<file path="src/design/sha256_pkg.sv">
package sha256_pkg;

  localparam int unsigned BlockBytes = 64;
  localparam int unsigned LenOffset  = 56;
  localparam logic [7:0]  PadMark    = 8'h80;
  localparam int unsigned DigestWords = 8;

  typedef logic [31:0] word_t;

  typedef enum logic [2:0] {
    ST_IDLE,
    ST_ROUND,
    ST_FOLD,
    ST_PAD,
    ST_EMIT
  } state_e;

  typedef struct packed {
    logic [31:0] digest_word;
    logic [2:0]  word_index;
    logic        last_word;
  } out_item_t;

  typedef struct packed {
    logic       req_type;
    logic [7:0] data_byte;
  } in_item_t;

  localparam word_t InitHash [8] = '{
    32'h6a09e667, 32'hbb67ae85, 32'h3c6ef372, 32'ha54ff53a,
    32'h510e527f, 32'h9b05688c, 32'h1f83d9ab, 32'h5be0cd19
  };

  localparam word_t RoundK [64] = '{
    32'h428a2f98, 32'h71374491, 32'hb5c0fbcf, 32'he9b5dba5,
    32'h3956c25b, 32'h59f111f1, 32'h923f82a4, 32'hab1c5ed5,
    32'hd807aa98, 32'h12835b01, 32'h243185be, 32'h550c7dc3,
    32'h72be5d74, 32'h80deb1fe, 32'h9bdc06a7, 32'hc19bf174,
    32'he49b69c1, 32'hefbe4786, 32'h0fc19dc6, 32'h240ca1cc,
    32'h2de92c6f, 32'h4a7484aa, 32'h5cb0a9dc, 32'h76f988da,
    32'h983e5152, 32'ha831c66d, 32'hb00327c8, 32'hbf597fc7,
    32'hc6e00bf3, 32'hd5a79147, 32'h06ca6351, 32'h14292967,
    32'h27b70a85, 32'h2e1b2138, 32'h4d2c6dfc, 32'h53380d13,
    32'h650a7354, 32'h766a0abb, 32'h81c2c92e, 32'h92722c85,
    32'ha2bfe8a1, 32'ha81a664b, 32'hc24b8b70, 32'hc76c51a3,
    32'hd192e819, 32'hd6990624, 32'hf40e3585, 32'h106aa070,
    32'h19a4c116, 32'h1e376c08, 32'h2748774c, 32'h34b0bcb5,
    32'h391c0cb3, 32'h4ed8aa4a, 32'h5b9cca4f, 32'h682e6ff3,
    32'h748f82ee, 32'h78a5636f, 32'h84c87814, 32'h8cc70208,
    32'h90befffa, 32'ha4506ceb, 32'hbef9a3f7, 32'hc67178f2
  };

  function automatic word_t rotr(word_t x, int unsigned n);
    return (x >> n) | (x << (32 - n));
  endfunction

endpackage

</file>
<file path="src/design/sha256_if.sv">
interface sha256_in_if;
  logic valid;
  logic ready;
  sha256_pkg::in_item_t payload;
  modport source (output valid, output payload, input ready);
  modport sink (input valid, input payload, output ready);
endinterface

interface sha256_out_if;
  logic valid;
  logic ready;
  sha256_pkg::out_item_t payload;
  modport source (output valid, output payload, input ready);
  modport sink (input valid, input payload, output ready);
endinterface

</file>
<file path="src/design/sha256_byte_stream_hasher.sv">
// Channel   Dir  Payload
// in_i      in   req_type, data_byte
// out_o     out  digest_word, word_index, last_word
//
// An append transfer that fills the block starts its compression, then a fold into
// the hash words: the shared round unit does one compression round per cycle.
// A finish transfer writes the pad bytes (64 minus the bytes held, and 64 more if a
// second block is needed) and compresses each padded block, then makes eight
// output transfers at one a cycle while the sink is ready.
// Reset clears control state and loads the initial hash words; the block
// takes no input while compressing, padding or emitting.
module sha256_byte_stream_hasher (
  input  logic clk_i,
  input  logic rst_ni,
  sha256_in_if.sink    in_i,
  sha256_out_if.source out_o
);
  import sha256_pkg::*;

  state_e state_q, state_d;
  // The block is held as sixteen big-endian words, one byte lane per position.
  word_t       buf_q [BlockBytes / 4];
  logic [5:0]  fill_q;
  logic [63:0] bytes_q;
  word_t       h_q [8];
  word_t       v_q [8];
  word_t       w_q [16];
  logic [5:0]  rnd_q;
  logic [5:0]  pos_q;
  logic        pass2_q;  // finish: current padded block is the last one
  logic        pad_mark_done_q;
  logic [2:0]  idx_q;

  logic  acc;
  word_t w_new, t1, t2, s0, s1, ch, mj, ws0, ws1, w15, w2;
  logic [63:0] bits;
  logic [7:0]  pad_byte;

  assign acc = in_i.valid && in_i.ready;
  assign bits = {bytes_q[60:0], 3'b000};

  always_comb begin
    state_d = state_q;
    case (state_q)
      ST_IDLE: begin
        if (acc) begin
          if (in_i.payload.req_type) state_d = ST_PAD;
          else if (fill_q == 6'd63) state_d = ST_ROUND;
        end
      end
      ST_ROUND: if (rnd_q == 6'd63) state_d = ST_FOLD;
      ST_FOLD: begin
        // The first of two padded blocks goes back to padding for the second.
        if (pass2_q) state_d = ST_EMIT;
        else if (pad_mark_done_q) state_d = ST_PAD;
        else state_d = ST_IDLE;
      end
      ST_PAD:   if (pos_q == 6'd63) state_d = ST_ROUND;
      ST_EMIT:  if (out_o.ready && idx_q == 3'd7) state_d = ST_IDLE;
      default:  state_d = ST_IDLE;
    endcase
  end

  always_comb begin
    in_i.ready = (state_q == ST_IDLE);
    out_o.valid = (state_q == ST_EMIT);
    out_o.payload.digest_word = h_q[idx_q];
    out_o.payload.word_index = idx_q;
    out_o.payload.last_word = (idx_q == 3'd7);
  end

  // Pad byte at position pos_q; pass2_q set means length may go in.
  always_comb begin
    if (pos_q == fill_q && !pad_mark_done_q) pad_byte = PadMark;
    else if (pass2_q && pos_q >= 6'(LenOffset))
      pad_byte = bits[{~pos_q[2:0], 3'b111} -: 8];
    else pad_byte = 8'h00;
  end

  always_comb begin
    w15 = w_q[4'(rnd_q - 6'd15)];
    w2  = w_q[4'(rnd_q - 6'd2)];
    ws0 = rotr(w15, 7) ^ rotr(w15, 18) ^ (w15 >> 3);
    ws1 = rotr(w2, 17) ^ rotr(w2, 19) ^ (w2 >> 10);
    if (rnd_q < 6'd16)
      w_new = buf_q[rnd_q[3:0]];
    else
      w_new = w_q[4'(rnd_q - 6'd16)] + ws0 + w_q[4'(rnd_q - 6'd7)] + ws1;
    s1 = rotr(v_q[4], 6) ^ rotr(v_q[4], 11) ^ rotr(v_q[4], 25);
    ch = (v_q[4] & v_q[5]) ^ (~v_q[4] & v_q[6]);
    t1 = v_q[7] + s1 + ch + RoundK[rnd_q] + w_new;
    s0 = rotr(v_q[0], 2) ^ rotr(v_q[0], 13) ^ rotr(v_q[0], 22);
    mj = (v_q[0] & v_q[1]) ^ (v_q[0] & v_q[2]) ^ (v_q[1] & v_q[2]);
    t2 = s0 + mj;
  end

  always_ff @(posedge clk_i) begin
    if (state_q == ST_IDLE && acc && !in_i.payload.req_type)
      buf_q[fill_q[5:2]][{~fill_q[1:0], 3'b000} +: 8] <= in_i.payload.data_byte;
    else if (state_q == ST_PAD)
      buf_q[pos_q[5:2]][{~pos_q[1:0], 3'b000} +: 8] <= pad_byte;
    if (state_q == ST_ROUND) begin
      w_q[rnd_q[3:0]] <= w_new;
      v_q[7] <= v_q[6];
      v_q[6] <= v_q[5];
      v_q[5] <= v_q[4];
      v_q[4] <= v_q[3] + t1;
      v_q[3] <= v_q[2];
      v_q[2] <= v_q[1];
      v_q[1] <= v_q[0];
      v_q[0] <= t1 + t2;
    end else begin
      for (int i = 0; i < 8; i++) v_q[i] <= h_q[i];
    end
  end

  always_ff @(posedge clk_i or negedge rst_ni) begin
    if (!rst_ni) begin
      state_q <= ST_IDLE;
      fill_q <= '0;
      bytes_q <= '0;
      rnd_q <= '0;
      pos_q <= '0;
      pass2_q <= 1'b0;
      pad_mark_done_q <= 1'b0;
      idx_q <= '0;
      for (int i = 0; i < 8; i++) h_q[i] <= InitHash[i];
    end else begin
      state_q <= state_d;
      case (state_q)
        ST_IDLE: begin
          rnd_q <= '0;
          idx_q <= '0;
          if (acc) begin
            if (in_i.payload.req_type) begin
              pos_q <= fill_q;
              pad_mark_done_q <= 1'b0;
              // Length fits after the mark only if fewer than 56 bytes are held.
              pass2_q <= (fill_q < 6'(LenOffset));
            end else begin
              fill_q <= fill_q + 6'd1;
              bytes_q <= bytes_q + 64'd1;
              pass2_q <= 1'b0;
            end
          end
        end
        ST_PAD: begin
          pad_mark_done_q <= 1'b1;
          pos_q <= pos_q + 6'd1;
        end
        ST_ROUND: rnd_q <= rnd_q + 6'd1;
        ST_FOLD: begin
          for (int i = 0; i < 8; i++) h_q[i] <= h_q[i] + v_q[i];
          fill_q <= '0;
          if (!pass2_q && pad_mark_done_q) begin
            // First of two padded blocks: pad the second one from zero.
            pos_q <= '0;
            pass2_q <= 1'b1;
          end
        end
        ST_EMIT: begin
          if (out_o.ready) begin
            idx_q <= idx_q + 3'd1;
            if (idx_q == 3'd7) begin
              for (int i = 0; i < 8; i++) h_q[i] <= InitHash[i];
              bytes_q <= '0;
              pad_mark_done_q <= 1'b0;
              pass2_q <= 1'b0;
            end
          end
        end
        default: ;
      endcase
    end
  end

endmodule

</file>
<file path="src/flat_wrapper.sv">
// flat-port wrapper written by rule: the top's interface ports become plain ports
module sha256_byte_stream_hasher_flat import sha256_pkg::*;
  (clk_i, rst_ni, in_i_valid, in_i_payload, in_i_ready, out_o_valid, out_o_payload, out_o_ready);
  sha256_in_if in_i_i ();
  sha256_out_if out_o_i ();
  input  logic clk_i;
  input  logic rst_ni;
  input wire logic [$bits(in_i_i.valid)-1:0] in_i_valid;
  input wire logic [$bits(in_i_i.payload)-1:0] in_i_payload;
  output wire logic [$bits(in_i_i.ready)-1:0] in_i_ready;
  output wire logic [$bits(out_o_i.valid)-1:0] out_o_valid;
  output wire logic [$bits(out_o_i.payload)-1:0] out_o_payload;
  input wire logic [$bits(out_o_i.ready)-1:0] out_o_ready;
  assign in_i_i.valid = in_i_valid;
  assign in_i_i.payload = in_i_payload;
  assign in_i_ready = in_i_i.ready;
  assign out_o_valid = out_o_i.valid;
  assign out_o_payload = out_o_i.payload;
  assign out_o_i.ready = out_o_ready;
  sha256_byte_stream_hasher u_core (.clk_i(clk_i), .rst_ni(rst_ni), .in_i(in_i_i), .out_o(out_o_i));
endmodule
</file>
<file path="config.mk">
export PLATFORM = sky130hd
export DESIGN_NAME = sha256_byte_stream_hasher_flat
export DESIGN_NICKNAME = d
export VERILOG_FILES = /design/src/design/sha256_pkg.sv /design/src/design/sha256_if.sv /design/src/design/sha256_byte_stream_hasher.sv /design/src/flat_wrapper.sv
export SDC_FILE = /design/constraint.sdc
export NUM_CORES = 2
export LEC_CHECK = 0
export BUFFER_PORTS_ARGS = -buffer_cell sky130_fd_sc_hd__buf_2
export CAP_MARGIN = 20
export CORE_MARGIN = 4
export CORE_UTILIZATION = 65
export DETAILED_ROUTE_END_ITERATION = 8
export PLACE_DENSITY_LB_ADDON = 0.1
export SLEW_MARGIN = 0
export SYNTH_ARGS = -nofsm -noshare
export SYNTH_HDL_FRONTEND = slang
export SYNTH_SLANG_ARGS = --single-unit
</file>
<file path="constraint.sdc">
create_clock -name clk_i -period 15.1 [get_ports clk_i]
set_input_delay 0 -clock clk_i [delete_from_list [all_inputs] [get_ports clk_i]]
set_output_delay 0 -clock clk_i [all_outputs]
set_load 0.02 [all_outputs]
</file>
==> results_dict.tcl <==
set metrics [dict create \
    start_kind "register" \
    grt_pass1_wl_um 486000 \
    hold_path_class "in2async" \
    grt_use_total 0.407 \
    nFillCells 10400 \
    synth_flop_cell "edfxtp_1" \
    layout_common_cells "nand2_1 (1029), edfxtp_1 (1024), mux4_2 (674), a21oi_1 (507), nor2_1 (488)" \
    via_per_inst 7.09 \
    io_buffers 50 \
    crit_fanout 60 \
    drive_above_1_share 0.162 \
    async_flop_share 0.211 \
    status "completed" \
    fin_nets 8964 \
    gp_congestion 0.990 \
    crit_path_end_kind "register" \
    tightest_slew_ns 1.22 \
    antenna_found_initial 8 \
    initial_core_util 0.656 \
    htree_num_levels 4 \
    cts_buffers 172 \
    firstDrtPassIters 8 \
    worstSkewPairLatency_ns 0.85 \
    slew_headroom 0.184 \
    min_period_ns 13.39 \
    gr-total-overflow 0 \
    ios 51 \
    avgSynthCellArea_um2 11.8 \
    synth-seq-cells 1623 \
    syn_inst 8472 \
    max_freq_ghz 0.0747 \
    setup_tns_ns 0 \
    die_y_um 401 \
    clkSinkCount 1623 \
    worstPathArrival_ns 14.15 \
    first_global_vias 72200 \
    grt_max_degree 142 \
    seq_area_frac_synth 0.445 \
    post-route-drc-count 0 \
    ys_warn_count 0 \
    critPathMaxStageDelay_ns 0.94 \
    cts-root-buf "clkbuf_16" \
    detail_route.iter0.violations 10400 \
    ctsResizeCount 0 \
    cts_tree "done" \
    setup_viol 0 \
    cts_buffer_depth 3 \
    rsz0062_at_grt "no" \
    routed_wl_um 330000 \
    cpMostUsedCell "a21oi_1" \
    vias 74700 \
    layout_commonest_cell "nand2_1" \
    skew_ns 0.0486 \
    clk_pin_slew_ns 0.06 \
    crit_type "reg2reg" \
    dp_hpwl_um 226000 \
    finalHoldViolCount 0 \
    synth_area_um2 100000 \
    cp.required_ns 15.86 \
    dieArea_um2 160000 \
    synth-edff-count 1024 \
    area_growth_pct 8.15 \
    drv_cap 0 \
    num_rows 143 \
    ant_nets 0 \
    cp_slowest_cell "o311ai_0" \
    maxSlewViolCount 0 \
    syn_nets 9085 \
    routedWlPerCell_um 31.4 \
    period_share 0.887 \
    die_x_um 401 \
    synth_cell_type_count 89 \
    design.core.area_um2 153000 \
]
per-layer routing:
metal / up-vias / global-route usage / part of all wire
met5: - / 0 / 0.00081
met2: 5113 / 0.606 / 0.44
met3: 1058 / 0.130 / 0.13
met1: 37200 / 0.552 / 0.37
met4: 8 / 0.186 / 0.057
li1: 31300 / - / -
synthesized netlist by cell type (56+ instances only):
master    instances  area [um^2]
mux2i_1         165         1650
xor2_1          278         2430
fa_1            195         3900
o21ai_0         411         2060
edfxtp_1       1024        30700
nor2_1          503         1890
a21o_1          181         1360
dfxtp_1         256         5120
dfrtp_1         207         5180
nand2b_1         56          350
nor3_1           99          495
xnor2_1         327         2860
nand3_1         118          591
nand2_1        1032         3870
o21bai_1         59          443
dfstp_2         136         3570
ha_1            405         5070
and3_1           61          382
buf_1            68          255
clkbuf_1        356         1340
a21oi_1         508         2540
a31oi_1          67          419
inv_1           400         1500
mux4_2          674        15200
area by class of cell:
cell class	count	area (um^2)	share of cell area
Inverter	404	1520	0.0140
Multi-Input combinational cell	5961	52300	0.483
Sequential cell	1623	44700	0.412
Tap cell	2030	2540	0.0234
Timing Repair Buffer	189	1500	0.0139
Clock inverter	99	1160	0.0107
Antenna cell	7	17.5	0.000162
Clock buffer	217	4620	0.0427
state kept, by name (all words and copies together) (netlist names):
| name | count |
|---|---|
| u_core.buf_q | 512 |
| u_core.bytes_q | 61 |
| u_core.fill_q | 6 |
| u_core.h_q | 256 |
| u_core.idx_q | 3 |
| u_core.pad_mark_done_q | 1 |
| u_core.pass2_q | 1 |
| u_core.pos_q | 6 |
| u_core.rnd_q | 6 |
| u_core.state_q | 3 |
| u_core.v_q | 256 |
| u_core.w_q | 512 |
stage by stage:
step	std cells	hold slack, ns	util	cell area (um^2)	setup slack [ns]
final	10500	0.0659	0.710	108000	1.71
after global routing	10500	0.0903	0.710	108000	1.17
after CTS	10500	0.0526	0.710	108000	1.90
after detailed placement	10200	0.129	0.671	102000	1.96
after global placement	10200	0.128	0.671	102000	2.07
after floorplan	8472	-0.296	-	100000	2.57
path summary, 6_finish.rpt:
check,startpoint,endpoint,slack (ns),depth (start not counted)
max in group asynchronous,rst_ni,u_core.idx_q[0],13.15,4
worst min-delay path,rst_ni,u_core.h_q[32],0.07,2
worst max register to register,u_core.rnd_q[1],u_core.v_q[0][29],1.71,45
min in group clk_i,out_o_ready,u_core.state_q[2],0.19,5
worst max-delay path,u_core.rnd_q[1],u_core.v_q[0][29],1.71,45
worst min register to register,u_core.v_q[1][87],u_core.v_q[1][119],0.45,2
what timing repair did:
item                                   CTS  global route
setup endpoints to repair                0             0
setup buffers                            0             0
endpoints found under the hold margin  534             0
hold buffers                            14             0
critical path, delay by kind of cell, from the launching register on:
kind / cells / cell delay [ns]
mux: 1 / 0.59
buf+inv: 5 / 1.23
simple gates: 7 / 1.59
flops: 1 / 0.43
compound gates: 19 / 4.36
xor+xnor: 5 / 1.82
fa+ha+maj: 8 / 3.25
cells by family (layout without fill, tap and decap cells):
family                     count (synthesis)  after routing  share of synthesized area
DFF                                     1623           1623                      0.445
adders and majority gates                618            618                     0.0913
muxes                                    884            884                      0.173
xor gates and xnor gates                 609            609                     0.0538
and+or+nand+nor                         2130           2130                     0.0932
AOI/OAI and AO/OA                       1720           1720                      0.109
buffers and inverters                    888            909                     0.0343
other                                      0              7                          0
Power is left out: the tool's default activity adds up to more than one toggle a clock period on the data nets, which glitch-free logic cannot reach.
